**config.mk**
```make
export PLATFORM = sky130hd
export DESIGN_NAME = magic_packet_frame_generator_top_flat
export DESIGN_NICKNAME = d
export VERILOG_FILES = /design/src/rtl/core/mpfg_pkg.sv /design/src/rtl/core/mpfg_if.sv /design/src/rtl/core/magic_packet_frame_generator_top.sv /design/src/rtl/core/mpfg_front.sv /design/src/rtl/core/mpfg_queue.sv /design/src/rtl/core/mpfg_back.sv /design/src/flat_wrapper.sv
export SDC_FILE = /design/constraint.sdc
export NUM_CORES = 1
export LEC_CHECK = 0
export ABC_AREA = 0
export ABC_CLOCK_PERIOD_IN_PS = 6600
export BUFFER_PORTS_ARGS = -buffer_cell sky130_fd_sc_hd__buf_4
export CAP_MARGIN = 10
export CORE_MARGIN = 2
export CORE_UTILIZATION = 30
export DETAILED_ROUTE_END_ITERATION = 10
export GPL_TIMING_DRIVEN = 0
export PLACE_DENSITY = 0.59
export SYNTH_ARGS = -nofsm -noshare
export SYNTH_HDL_FRONTEND = slang
export SYNTH_HIERARCHICAL = 1
export SYNTH_SLANG_ARGS = --single-unit
```
**constraint.sdc**
```tcl
create_clock -name clk -period 6.6 [get_ports clk]
set_input_delay 1.32 -clock clk [delete_from_list [all_inputs] [get_ports clk]]
set_output_delay 1.32 -clock clk [all_outputs]
set_load 0.05 [all_outputs]
```
**src/rtl/core/mpfg_pkg.sv**
```systemverilog
// ----------------------------------------------------------------------------
// mpfg_pkg
// Shared constants, types and byte functions of the magic packet frame
// generator.
// ----------------------------------------------------------------------------
package mpfg_pkg;

  localparam int FRAME_BYTES = 666;
  localparam int MAC_REPEATS = 16;

  localparam int MAC_W      = 48;
  localparam int BEAT_BYTES = 16;
  localparam int NUM_BEATS  = (FRAME_BYTES + BEAT_BYTES - 1) / BEAT_BYTES;
  localparam int BEAT_W     = 6;
  localparam int IDX_W      = 11;
  localparam int VB_W       = 5;
  localparam int LAST_BYTES = FRAME_BYTES - BEAT_BYTES * (NUM_BEATS - 1);

  localparam int PAYLOAD_AT = 42;
  localparam int SYNC_END   = PAYLOAD_AT + 6;
  localparam int MAC_END    = SYNC_END + 6 * MAC_REPEATS;

  localparam int IP_LEN  = FRAME_BYTES - 14;
  localparam int UDP_LEN = FRAME_BYTES - 34;

  // Internet checksum of the IPv4 header, fixed once the frame length is.
  localparam logic [31:0] CSUM_RAW = 32'h0000_4500 + 32'(IP_LEN) + 32'h0000_0111
                                   + 32'h0003_FFFC;
  localparam logic [31:0] CSUM_F1  = (CSUM_RAW >> 16) + (CSUM_RAW & 32'h0000_FFFF);
  localparam logic [31:0] CSUM_F2  = CSUM_F1 + (CSUM_F1 >> 16);
  localparam logic [15:0] IP_CSUM  = ~CSUM_F2[15:0];

  localparam int QUEUE_DEPTH = 2;
  localparam int QPTR_W      = $clog2(QUEUE_DEPTH);
  localparam int QCNT_W      = $clog2(QUEUE_DEPTH + 1);

  localparam logic [0:0] REG_SOURCE_MAC = 1'b0;

  typedef struct packed {
    logic             valid;
    logic [MAC_W-1:0] mac;
  } mac_req_t;

  function automatic logic [7:0] mac_byte(input logic [MAC_W-1:0] mac,
                                          input logic [2:0] k);
    logic [7:0] r;
    case (k)
      3'd0:    r = mac[47:40];
      3'd1:    r = mac[39:32];
      3'd2:    r = mac[31:24];
      3'd3:    r = mac[23:16];
      3'd4:    r = mac[15:8];
      3'd5:    r = mac[7:0];
      default: r = 8'h00;
    endcase
    return r;
  endfunction

  // Reduces a value below 24 modulo six.
  function automatic logic [2:0] mod6(input logic [4:0] v);
    logic [4:0] r;
    if (v >= 5'd18)      r = v - 5'd18;
    else if (v >= 5'd12) r = v - 5'd12;
    else if (v >= 5'd6)  r = v - 5'd6;
    else                 r = v;
    return r[2:0];
  endfunction

  // Fixed header bytes from the EtherType up to the end of the UDP header.
  function automatic logic [7:0] header_byte(input logic [5:0] pos);
    logic [7:0] r;
    case (pos) inside
      6'd12:           r = 8'h08;
      6'd14:           r = 8'h45;
      6'd16:           r = 8'(IP_LEN >> 8);
      6'd17:           r = 8'(IP_LEN);
      6'd22:           r = 8'h01;
      6'd23:           r = 8'd17;
      6'd24:           r = IP_CSUM[15:8];
      6'd25:           r = IP_CSUM[7:0];
      [6'd26:6'd33]:   r = 8'hFF;
      6'd38:           r = 8'(UDP_LEN >> 8);
      6'd39:           r = 8'(UDP_LEN);
      default:         r = 8'h00;
    endcase
    return r;
  endfunction

  // One frame byte; k is the position within the repeated MAC for payload bytes.
  function automatic logic [7:0] frame_byte(input logic [IDX_W-1:0] idx,
                                            input logic [2:0]       k,
                                            input logic [MAC_W-1:0] tgt,
                                            input logic [MAC_W-1:0] src);
    logic [7:0] r;
    if (idx >= IDX_W'(FRAME_BYTES))     r = 8'h00;
    else if (idx < IDX_W'(6))           r = mac_byte(tgt, idx[2:0]);
    else if (idx < IDX_W'(12))          r = mac_byte(src, 3'(idx[3:0] - 4'd6));
    else if (idx < IDX_W'(PAYLOAD_AT))  r = header_byte(idx[5:0]);
    else if (idx < IDX_W'(SYNC_END))    r = 8'hFF;
    else if (idx < IDX_W'(MAC_END))     r = mac_byte(tgt, k);
    else                                r = 8'h00;
    return r;
  endfunction

endpackage

```
**src/rtl/core/mpfg_if.sv**
```systemverilog
// ----------------------------------------------------------------------------
// mpfg_if
// Request and beat channel interfaces of the magic packet frame generator.
// ----------------------------------------------------------------------------
interface mpfg_req_if;
  logic                     valid;
  logic                     ready;
  logic [mpfg_pkg::MAC_W-1:0] target_mac;

  modport source (output valid, output target_mac, input ready);
  modport sink   (input valid, input target_mac, output ready);
endinterface

interface mpfg_beat_if;
  logic                        valid;
  logic                        ready;
  logic [63:0]                 beat_front;
  logic [63:0]                 beat_back;
  logic [mpfg_pkg::VB_W-1:0]   valid_bytes;
  logic                        last_beat;

  modport source (output valid, output beat_front, output beat_back,
                  output valid_bytes, output last_beat, input ready);
  modport sink   (input valid, input beat_front, input beat_back,
                  input valid_bytes, input last_beat, output ready);
endinterface

```
**src/rtl/core/magic_packet_frame_generator_top.sv**
```systemverilog
// ----------------------------------------------------------------------------
// magic_packet_frame_generator_top
// Builds a wake-on-LAN UDP broadcast frame for each requested target MAC.
//
//   Channel  Dir  Handshake      Carries
//   req      in   valid/ready    target_mac (48 bits)
//   beat     out  valid/ready    beat_front, beat_back, valid_bytes, last_beat
//   apb      in   psel/penable   source_mac at byte address 0 (64-bit data)
//
// Each request yields 42 beats, one per cycle while the sink is ready; the
// beat generator writing one beat a cycle into the output register sets that.
// Frames run back to back: the first beat of the next frame follows the last
// beat of the current one. Up to two requests wait in the queue, plus one in
// the intake register. Synchronous reset clears all control state and the
// source MAC register; a stalled sink holds the beat and, once the queue
// fills, the request channel.
// ----------------------------------------------------------------------------
module magic_packet_frame_generator_top (
  input  logic        clk,
  input  logic        rst,
  mpfg_req_if.sink    req,
  mpfg_beat_if.source beat,
  input  logic        psel,
  input  logic        penable,
  input  logic        pwrite,
  input  logic [3:0]  paddr,
  input  logic [63:0] pwdata,
  output logic [63:0] prdata,
  output logic        pready
);
  import mpfg_pkg::*;

  logic [MAC_W-1:0] source_mac;
  mac_req_t         push;
  mac_req_t         head;
  logic             queue_full;
  logic             pop;

  assign pready = 1'b1;
  assign prdata = (paddr[3] == REG_SOURCE_MAC) ? {16'h0000, source_mac} : 64'h0;

  always_ff @(posedge clk) begin
    if (rst) begin
      source_mac <= '0;
    end else if (psel && penable && pwrite && pready && paddr[3] == REG_SOURCE_MAC) begin
      source_mac <= pwdata[MAC_W-1:0];
    end
  end

  mpfg_front u_front (
    .clk        (clk),
    .rst        (rst),
    .req        (req),
    .push       (push),
    .queue_full (queue_full)
  );

  mpfg_queue u_queue (
    .clk  (clk),
    .rst  (rst),
    .push (push),
    .full (queue_full),
    .head (head),
    .pop  (pop)
  );

  mpfg_back u_back (
    .clk        (clk),
    .rst        (rst),
    .head       (head),
    .pop        (pop),
    .source_mac (source_mac),
    .beat       (beat)
  );

endmodule

```
**src/rtl/core/mpfg_front.sv**
```systemverilog
// ----------------------------------------------------------------------------
// mpfg_front
// Request intake: registers each incoming target MAC and pushes it into the
// frame queue as soon as there is room.
// ----------------------------------------------------------------------------
module mpfg_front (
  input  logic               clk,
  input  logic               rst,
  mpfg_req_if.sink           req,
  output mpfg_pkg::mac_req_t push,
  input  logic               queue_full
);
  import mpfg_pkg::*;

  logic             hold_valid;
  logic [MAC_W-1:0] hold_mac;
  logic             push_ok;

  assign push_ok   = hold_valid && !queue_full;
  assign req.ready = !hold_valid || push_ok;

  assign push.valid = push_ok;
  assign push.mac   = hold_mac;

  always_ff @(posedge clk) begin
    if (rst) begin
      hold_valid <= 1'b0;
    end else if (req.ready) begin
      hold_valid <= req.valid;
    end
  end

  always_ff @(posedge clk) begin
    if (req.ready && req.valid) begin
      hold_mac <= req.target_mac;
    end
  end

endmodule

```
**src/rtl/core/mpfg_queue.sv**
```systemverilog
// ----------------------------------------------------------------------------
// mpfg_queue
// Short queue of pending target MACs between intake and frame builder.
// ----------------------------------------------------------------------------
module mpfg_queue (
  input  logic               clk,
  input  logic               rst,
  input  mpfg_pkg::mac_req_t push,
  output logic               full,
  output mpfg_pkg::mac_req_t head,
  input  logic               pop
);
  import mpfg_pkg::*;

  logic [MAC_W-1:0]  slots [QUEUE_DEPTH];
  logic [QPTR_W-1:0] wr_ptr;
  logic [QPTR_W-1:0] rd_ptr;
  logic [QCNT_W-1:0] count;
  logic              do_push;
  logic              do_pop;

  assign full       = (count == QCNT_W'(QUEUE_DEPTH));
  assign head.valid = (count != '0);
  assign head.mac   = slots[rd_ptr];
  assign do_push    = push.valid && !full;
  assign do_pop     = pop && head.valid;

  always_ff @(posedge clk) begin
    if (rst) begin
      wr_ptr <= '0;
      rd_ptr <= '0;
      count  <= '0;
    end else begin
      if (do_push) begin
        wr_ptr <= (wr_ptr == QPTR_W'(QUEUE_DEPTH - 1)) ? '0 : wr_ptr + 1'b1;
      end
      if (do_pop) begin
        rd_ptr <= (rd_ptr == QPTR_W'(QUEUE_DEPTH - 1)) ? '0 : rd_ptr + 1'b1;
      end
      if (do_push && !do_pop) begin
        count <= count + 1'b1;
      end else if (do_pop && !do_push) begin
        count <= count - 1'b1;
      end
    end
  end

  always_ff @(posedge clk) begin
    if (do_push) begin
      slots[wr_ptr] <= push.mac;
    end
  end

endmodule

```
**src/rtl/core/mpfg_back.sv**
```systemverilog
// ----------------------------------------------------------------------------
// mpfg_back
// Frame builder: takes one target MAC from the queue and produces the frame
// as a run of sixteen-byte beats into an output register.
// ----------------------------------------------------------------------------
module mpfg_back (
  input  logic                       clk,
  input  logic                       rst,
  input  mpfg_pkg::mac_req_t         head,
  output logic                       pop,
  input  logic [mpfg_pkg::MAC_W-1:0] source_mac,
  mpfg_beat_if.source                beat
);
  import mpfg_pkg::*;

  logic              busy;
  logic [BEAT_W-1:0] beat_cnt;
  logic [2:0]        phase;
  logic [MAC_W-1:0]  held_target;
  logic              out_valid;
  logic              advance;
  logic              gen;
  logic              last;
  logic              load;
  logic [7:0]        bytes [BEAT_BYTES];
  logic [63:0]       front_next;
  logic [63:0]       back_next;

  assign advance = !out_valid || beat.ready;
  assign gen     = busy && advance;
  assign last    = (beat_cnt == BEAT_W'(NUM_BEATS - 1));
  // The next frame is taken while the last beat of this one is written, so
  // frames follow one another without a gap.
  assign load    = head.valid && (!busy || (gen && last));
  assign pop     = load;

  assign beat.valid = out_valid;

  // The phase is the position within the repeated MAC of the beat's first
  // byte, counted from the start of the MAC copies.
  always_comb begin
    for (int b = 0; b < BEAT_BYTES; b++) begin
      bytes[b] = frame_byte({1'b0, beat_cnt, 4'(b)},
                            mod6(5'(phase) + 5'(b)), held_target, source_mac);
    end
    for (int b = 0; b < 8; b++) begin
      front_next[63 - 8*b -: 8] = bytes[b];
      back_next[63 - 8*b -: 8]  = bytes[b + 8];
    end
  end

  always_ff @(posedge clk) begin
    if (rst) begin
      busy      <= 1'b0;
      out_valid <= 1'b0;
      beat_cnt  <= '0;
      phase     <= '0;
    end else begin
      if (advance) begin
        out_valid <= gen;
      end
      if (load) begin
        busy     <= 1'b1;
        beat_cnt <= '0;
        phase    <= '0;
      end else if (gen) begin
        if (last) begin
          busy <= 1'b0;
        end
        beat_cnt <= beat_cnt + 1'b1;
        phase    <= (phase >= 3'd2) ? phase - 3'd2 : phase + 3'd4;
      end
    end
  end

  always_ff @(posedge clk) begin
    if (load) begin
      held_target <= head.mac;
    end
    if (gen) begin
      beat.beat_front  <= front_next;
      beat.beat_back   <= back_next;
      beat.valid_bytes <= last ? VB_W'(LAST_BYTES) : VB_W'(BEAT_BYTES);
      beat.last_beat   <= last;
    end
  end

endmodule

```
**src/flat_wrapper.sv**
```systemverilog
// flat-port wrapper written by rule: the top's interface ports become plain ports
module magic_packet_frame_generator_top_flat import mpfg_pkg::*;
  (clk, rst, psel, penable, pwrite, paddr, pwdata, prdata, pready, req_valid, req_target_mac, req_ready, beat_valid, beat_beat_front, beat_beat_back, beat_valid_bytes, beat_last_beat, beat_ready);
  mpfg_req_if req_i ();
  mpfg_beat_if beat_i ();
  input  logic clk;
  input  logic rst;
  input  logic psel;
  input  logic penable;
  input  logic pwrite;
  input  logic [3:0] paddr;
  input  logic [63:0] pwdata;
  output logic [63:0] prdata;
  output logic pready;
  input wire logic [$bits(req_i.valid)-1:0] req_valid;
  input wire logic [$bits(req_i.target_mac)-1:0] req_target_mac;
  output wire logic [$bits(req_i.ready)-1:0] req_ready;
  output wire logic [$bits(beat_i.valid)-1:0] beat_valid;
  output wire logic [$bits(beat_i.beat_front)-1:0] beat_beat_front;
  output wire logic [$bits(beat_i.beat_back)-1:0] beat_beat_back;
  output wire logic [$bits(beat_i.valid_bytes)-1:0] beat_valid_bytes;
  output wire logic [$bits(beat_i.last_beat)-1:0] beat_last_beat;
  input wire logic [$bits(beat_i.ready)-1:0] beat_ready;
  assign req_i.valid = req_valid;
  assign req_i.target_mac = req_target_mac;
  assign req_ready = req_i.ready;
  assign beat_valid = beat_i.valid;
  assign beat_beat_front = beat_i.beat_front;
  assign beat_beat_back = beat_i.beat_back;
  assign beat_valid_bytes = beat_i.valid_bytes;
  assign beat_last_beat = beat_i.last_beat;
  assign beat_i.ready = beat_ready;
  magic_packet_frame_generator_top u_core (.clk(clk), .rst(rst), .req(req_i), .beat(beat_i), .psel(psel), .penable(penable), .pwrite(pwrite), .paddr(paddr), .pwdata(pwdata), .prdata(prdata), .pready(pready));
endmodule
```
* Yosys cells after proc, flatten, opt, wreduce, memory -nomap -nowiden *
Memory sizes are Yosys's and may differ from the RTL's. A register that Yosys moved wholly into a read port is not among the register bits.
Index checks and enable logic that the tools add are counted.

cells by class
  $add $sub $neg = 70
  $mul = 0
  div/mod/pow operators = 0
  magnitude comparators = 163
  eq/ne operators = 84
  shift-type cells = 0
  multiplexer cells = 168
  bitwise gates (word level) = 1
  reductions and logical operators = 60

operators with widths
  kind                                                  number
  case mux 8 bit (6 select lines)                       16
  two-way mux 8 bit                                     90
  < comparator 10 x 6 -> 1 bit (second input constant)  32
  >= comparator 10 bit (second input constant)          16
  < comparator 10 x 8 -> 1 bit (second input constant)  16
  two-way mux 3 bit                                     49
  < comparator 10 x 4 -> 1 bit (second input constant)  12
  equality test 3 x 2 -> 1 bit (second input constant)  32
  equality test 3 bit (second input constant)           32
  >= comparator 6 x 5 -> 1 bit (second input constant)  16
  <= comparator 6 bit (second input constant)           16
  subtractor 3 bit (second input constant)              32
  < comparator 10 x 3 -> 1 bit (second input constant)  6
  subtractor 3 x 2 -> 3 bit (second input constant)     17
  equality test 3 x 1 -> 1 bit (second input constant)  16
  logical NOT 3 bit                                     16
  two-way mux 48 bit                                    1
  adder 3 x 4 -> 5 bit (second input constant)          8
  >= comparator 5 x 3 -> 1 bit (second input constant)  8
  >= comparator 5 x 4 -> 1 bit (second input constant)  8
  >= comparator 5 bit (second input constant)           8
  >= comparator 4 x 5 -> 1 bit (second input constant)  7
  >= comparator 4 x 3 -> 1 bit (second input constant)  7
  >= comparator 4 bit (second input constant)           7
  27 further kinds                                      78

word-level totals
  flip-flop bits (word level) = 246
  bits in latches = 0
  RAM bits = 96
  memory bits (read-only) = 0
  input bits = 123
  output and inout bits = 201
  logic and storage cells = 575
  memories kept = 1

memory list
  name                  words  bits a word  rd ports  clocked after memory_dff  wr ports  RTL line          source
  u_core.u_queue.slots  2      48           1         1                         1         mpfg_queue.sv:15  logic [MAC_W-1:0] slots [QUEUE_DEPTH];

* Depth between registers and ports, before layout *
  depth in word-level cells = 12
  mapped depth = 11
  depth with buffers taken out = 10

* Hierarchy *
Netlist, hierarchy kept.

modules (own cells, without submodules)
  module                            times used  cells each  area an instance (sq um)  sequential area each (sq um)
  mpfg_back                         1           657         8545.7                    5545.3
  mpfg_queue                        1           174         3683.5                    2982.9
  magic_packet_frame_generator_top  1           281         2602.5                    960.9
  mpfg_front                        1           55          1496.4                    1461.4

* Worst setup path after synthesis *
Ideal clock, no wire load.

  path kind = input to register
  start = input port beat_ready
  end = register u_core.u_queue.count[1]
  setup time = 0.070 ns
  arrival time = 5.358 ns
  data required time = 6.530 ns
  path slack = 1.172 ns
  stages = 8
  buffers on the path = 1
  cells stage by stage = nand2b_1 -> clkbuf_1 -> a31oi_1 -> nor2_1 -> o21ai_0 -> ha_1 -> or3_1 -> a21oi_1

on the way
  longest elaborated chain between the ends = 9
  elaborated cells on any way between the ends = 11
  classes of those cells = mux (1); reduce/logical (10)

RTL lines
  what                                                     RTL line                                source
  from (decl)                                              flat_wrapper.sv:23                      input wire logic [$bits(beat_i.ready)-1:0] beat_ready;
  logical OR 1 bit (*)                                     mpfg_back.sv:29                         assign advance = !out_valid || beat.ready;
  logical AND 1 bit (*)                                    mpfg_back.sv:30                         assign gen = busy && advance;
  logical AND 1 bit (*)                                    mpfg_back.sv:34                         assign load = head.valid && (!busy || (gen && last));
  logical OR 1 bit (*)                                     mpfg_back.sv:34
  logical AND 1 bit (*)                                    mpfg_back.sv:34
  net u_core.pop                                           magic_packet_frame_generator_top.sv:37  logic pop;
  logical AND 1 bit (*)                                    mpfg_queue.sv:26                        assign do_pop = pop && head.valid;
  logical NOT 1 bit                                        mpfg_queue.sv:40                        if (do_push && !do_pop) begin
  logical AND 1 bit                                        mpfg_queue.sv:40
  two-way mux 2 bit or nonzero test 2 bit (tied branches)  n/a
  to (signal assigned)                                     mpfg_queue.sv:41                        count <= count + 1'b1;
  to (signal assigned)                                     mpfg_queue.sv:43                        count <= count - 1'b1;
  to (decl)                                                mpfg_queue.sv:18                        logic [QCNT_W-1:0] count;

Mark *: on every way through the listed nets, which the timed path passes. The rest lies on a longest branch.
A chain may end at the register's enable or synchronous reset.

* Worst setup path in the final report *
  start = input port paddr[3]
  end = output port prdata[40]

on the way
  longest elaborated chain between the ends = 1

RTL lines
  what                RTL line                                source
  from (decl)         flat_wrapper.sv:11                      input logic [3:0] paddr;
  two-way mux 48 bit  magic_packet_frame_generator_top.sv:40  assign prdata = (paddr[3] == REG_SOURCE_MAC) ? {16'h0000, source_mac} : 64'h0;
  to (decl)           flat_wrapper.sv:13                      output logic [63:0] prdata;

No other way between the ends.

==> results.md <==
Synthesis:
- Of the synthesized area, sequential elements account for roughly two thirds.
- The number of different library cells used by synthesis comes to 60.
- After Yosys synthesis, full adders, half adders and majority gates account for 0.843% of the synthesized area.
- The synthesized netlist occupies a cell area of between 0.015 and 0.02 sq mm.
- The post-synthesis average cell area is roughly 14 sq um.
- The portion of netlist area occupied by mux cells is approximately 6.3%.
- The Yosys warning count is 6.
- The share of the synthesized netlist area taken by xor and xnor gates is less than 1%.
- Summed over all instances, the cell type with the most area after synthesis is sky130_fd_sc_hd__edfxtp_1.
- The top-area cell type share of the netlist area is around 59%.
- By area, the combinational part of the netlist is dominated by compound AO/OA/AOI/OAI gates.
- After synthesis, the cell types taking the most area are sky130_fd_sc_hd__edfxtp_1 59%, sky130_fd_sc_hd__dfxtp_1 7.8%, sky130_fd_sc_hd__nand2b_1 3.9%, sky130_fd_sc_hd__mux2_2 3.3%, sky130_fd_sc_hd__mux2i_1 3.0%.
- Counting flops and latches in the post-synthesis netlist gives just under 400.
- The predominant post-synthesis flop cell is sky130_fd_sc_hd__edfxtp_1.
- The synthesized design contains roughly 320 enable-type register cells.
- The synthesized netlist devotes under 10% of its cell area to simple gates.
- Counting flops with an async set or reset pin after synthesis yields a share of 0%.
- The cell count after synthesis is roughly 1200.
- The compound-cell area share of the yosys netlist is between 10% and 20%.

Final layout:
- The number of antenna repair diodes is 0.
- Summing all multi-input logic gate instances after layout gives roughly 0.0047 sq mm.
- The synthesis-to-layout area growth is 27.4%.
- The area of all sequential standard cells is approximately 0.011 sq mm.
- The post-route netlist has a little under a third of its cells at a drive strength greater than 1.
- The total of fill cells in the finished design is 5122.
- The final net count is about 1700.
- The final standard cell utilization of the core is between 30% and 40%.

Run:
- Across the run, the number of max-cap violations was 0.

Place:
- The final weighted congestion of routability-driven global placement is 0.864.
- The HPWL reported at the end of detailed placement is ~39000 microns.
- The count of buffers added on input and output ports is 285.

Worst setup path:
- Setup slack on the worst reg-to-reg path comes out at between 3000 and 4000 ps.
- The nature of the critical path startpoint is a primary input.
- For the worst setup path, the data arrival time is roughly 2800 ps.
- The type of the setup path with the least slack is primary input to output port.
- The worst setup path is captured at an output port.
- Counting cells, the worst reg-to-reg path comes to 10.
- The endpoint required time on the critical path is about 5300 ps.
- The reg-to-reg critical path endpoint is u_core/u_queue/count[1].
- The largest fanout on the critical path is 10.
- The reg-to-reg critical path startpoint is u_core/u_back/beat_cnt[1].

Clocking:
- The TritonCTS clock tree is built.
- The number of clock buffers inserted by TritonCTS is between 40 and 50.
- After clock tree synthesis, the clock-pin slew on the worst setup and hold paths is around 60 ps.
- The clock latency at the later pin of the worst-skew pair is around 560 ps.
- The number of clock sinks seen by CTS is roughly 390.
- Buffers inserted to repair hold after CTS numbered 0.
- In this run the post-CTS setup repair buffer count came out at 0.
- The cell sitting at the root of the clock tree is a sky130_fd_sc_hd__clkbuf_16.
- The maximum count of clock buffers along a single path is 3.
- The number of gates resized after CTS was 0.
- In this run the number of H-tree levels came out at 2.

Floorplanning:
- In this run the standard cell core region covers 0.0538 sq mm.
- From bottom edge to top edge, the die measures about 240 microns.
- For this design the top-level I/O count stands at around 320.
- The initial utilization of the core area, before any placement, comes to 30.3%.
- In this run the horizontal extent of the chip is between 200 and 250 microns.
- The site row count is 85.
- The die area is 0.0563 sq mm.

GRT:
- Entering global routing, the biggest net connects 73 pins.
- Global routing used between 15 and 20% of the available tracks.
- The first global-routing pass estimated slightly above 70000 microns of wire.
- The via count of the first global-routing pass was 10800.
- The total overflow left after global routing is 0.
- The number of antenna violations at the first check in global routing is 0.

Min path:
- For hold timing, the worst endpoint is u_core/u_queue/slots[0][25].
- The worst hold path passes through 0 cells.
- The startpoint identified for the worst hold timing path is u_core/u_front/hold_mac[25].
- The min-delay analysis places its worst path in the category register to register.

STA:
- The slew at the pin with the worst max-slew slack is around 800 ps.
- The maximum frequency from static timing analysis is roughly 240 MHz.
- The number of failing hold endpoints at the final stage was 0.
- The worst pin sits at a relative slew slack of a little under half.
- The max-slew violation total from the final report is 0.
- Setup repair after global routing left no endpoint under its margin.
- The final critical delay including setup and external delays is approximately 4100 ps.
- Hold is met by roughly 440 ps.
- Setup violations remaining at the end of the flow were counted as 0.
- Between clock sinks in the finished design, the worst skew comes to approximately 13 ps.
- The period utilization is 62.4%.

Outcome:
- The run finished with clean final reports.

Power and ir drop:
- The analysis attributes to cell leakage a power of 0.00789 uW.
- The worst-case IR drop observed on VDD is about 0.21 mV.
- The cell area power density is approximately 470 mW/mm^2.
- The overall power is roughly 9900 uW.

Route:
- In the final routed layout, each cell accounts on average for about 22 microns.
- For this run, design rule violations remaining after detail routing come to 0.
- After detailed routing, the number of vias per cell comes to around 4.8.
- After the first detailed-routing iteration, the DRC count stood at ~860.
- The detail route stage leaves a number of antenna-violating nets equal to 0.
- The via total after detailed routing is roughly 11000.
- For this run, the detailed router's first-pass iteration total came to 9.
- Summed over all layers, the routed wires come to 50300 microns.
## report_power, final
group	switching, uW	internal, uW	total, uW	leakage (uW)
sequential	444	3530	3970	0.00354
combinational	2570	1110	3690	0.00374
clock	937	1270	2210	0.000618
## metal layers
| metal | global-route usage, % | routed length, microns | vias to the layer above |
|---|---|---|---|
| li1 | - | - | 5014 |
| met1 | 23.2 | 21900 | 5232 |
| met2 | 29.1 | 24100 | 363 |
| met3 | 3.03 | 2900 | 75 |
| met4 | 6.00 | 1470 | 0 |
| met5 | 0 | 0 | - |
## cells by family (layout without fill, tap and decap cells)
| group | Yosys count | after routing |
|---|---|---|
| other | 3 | 19 |
| buffers and inverters | 140 | 505 |
| adder cells (fa/ha/maj) | 11 | 11 |
| AO/OA/AOI/OAI | 241 | 241 |
| AND/OR/NAND/NOR | 281 | 281 |
| multiplexers | 97 | 97 |
| flip-flops | 386 | 386 |
| XOR/XNOR | 8 | 8 |
## state kept, by name (all words and copies together), names as in the netlist, 2 cells and up, named ones only
register / count
u_core/u_queue/slots: 96
u_core/u_back/beat.beat_back: 64
u_core/u_back/beat.beat_front: 64
u_core/source_mac: 48
u_core/u_back/held_target: 48
u_core/u_front/hold_mac: 48
u_core/u_back/beat_cnt: 6
u_core/u_back/beat.valid_bytes: 2
u_core/u_back/phase: 2
u_core/u_queue/count: 2
## final cells by class
cell class                      instances  share of cell area (%)
Sequential cell                       386                    52.6
Multi-Input combinational cell        657                    22.7
Timing Repair Buffer                  290                    10.8
Clock buffer                           59                    5.60
Tap cell                              696                    4.19
Buffer                                 98                    2.75
Inverter                               42                   0.782
Clock inverter                         16                   0.565
## synth_stat cells, types with 18 or more instances
master,instances
sky130_fd_sc_hd__nand2b_1,101
sky130_fd_sc_hd__a22o_1,29
sky130_fd_sc_hd__o21ai_0,37
sky130_fd_sc_hd__mux2i_1,49
sky130_fd_sc_hd__buf_4,26
sky130_fd_sc_hd__mux2_2,48
sky130_fd_sc_hd__a21oi_1,39
sky130_fd_sc_hd__nor2b_1,45
sky130_fd_sc_hd__inv_1,42
sky130_fd_sc_hd__o221a_2,18
sky130_fd_sc_hd__nor2_1,66
sky130_fd_sc_hd__dfxtp_1,64
sky130_fd_sc_hd__clkbuf_1,38
sky130_fd_sc_hd__buf_2,18
sky130_fd_sc_hd__a222oi_1,20
sky130_fd_sc_hd__a21o_1,23
sky130_fd_sc_hd__edfxtp_1,322
sky130_fd_sc_hd__a22oi_1,35
## how the worst max path moves through the flow
stage / start / endpoint / slack [ps] / depth (start not counted)
after global routing: paddr[3] / prdata[27] / 2400 / 5
after floorplan: beat_ready / u_core/u_queue/count[1] / 1170 / 8
after global placement: beat_ready / u_core/u_queue/count[1] / -410 / 9
after CTS: paddr[3] / prdata[27] / 2460 / 5
after detailed placement: paddr[3] / prdata[27] / 2460 / 5
final: paddr[3] / prdata[40] / 2480 / 5
## metrics by stage
step | TNS [ps] | worst slack [ps] | area, sq um | std cells
final | 0 | 2480 | 20800 | 2244
after global routing | 0 | 2400 | 20800 | 2244
after CTS | 0 | 2460 | 20800 | 2244
after detailed placement | 0 | 2460 | 19500 | 2169
after global placement | -600 | -407 | 19400 | 2164
after floorplan | 0 | 1170 | 16400 | 1183
## placed cells by master, fill, tap and decap left out, types with 6 or more instances in the layout
cell	instances
sky130_fd_sc_hd__clkbuf_1	51
sky130_fd_sc_hd__dfxtp_1	64
sky130_fd_sc_hd__conb_1	19
sky130_fd_sc_hd__buf_6	11
sky130_fd_sc_hd__a211o_1	9
sky130_fd_sc_hd__nor3b_1	16
sky130_fd_sc_hd__mux2i_1	49
sky130_fd_sc_hd__a22o_1	29
sky130_fd_sc_hd__nor2b_1	45
sky130_fd_sc_hd__nand2_1	8
sky130_fd_sc_hd__o21a_1	11
sky130_fd_sc_hd__xor2_1	6
sky130_fd_sc_hd__mux2_2	48
sky130_fd_sc_hd__clkbuf_16	43
sky130_fd_sc_hd__a21oi_1	39
sky130_fd_sc_hd__nand2b_1	101
sky130_fd_sc_hd__a21o_1	23
sky130_fd_sc_hd__a22oi_1	35
sky130_fd_sc_hd__nor2_1	65
sky130_fd_sc_hd__o21ai_0	37
sky130_fd_sc_hd__buf_2	18
sky130_fd_sc_hd__inv_1	40
sky130_fd_sc_hd__ha_1	11
sky130_fd_sc_hd__o221a_2	18
sky130_fd_sc_hd__buf_4	311
sky130_fd_sc_hd__edfxtp_1	322
sky130_fd_sc_hd__a222oi_1	20
sky130_fd_sc_hd__nand3_1	16
## worst max-delay path, stage by stage
cell and delay (ps):
sky130_fd_sc_hd__buf_4 130, sky130_fd_sc_hd__clkbuf_1 530, sky130_fd_sc_hd__clkbuf_1 390, sky130_fd_sc_hd__and2b_1 240
sky130_fd_sc_hd__buf_4 180
Note: power is estimated with default switching activity, not from simulation.
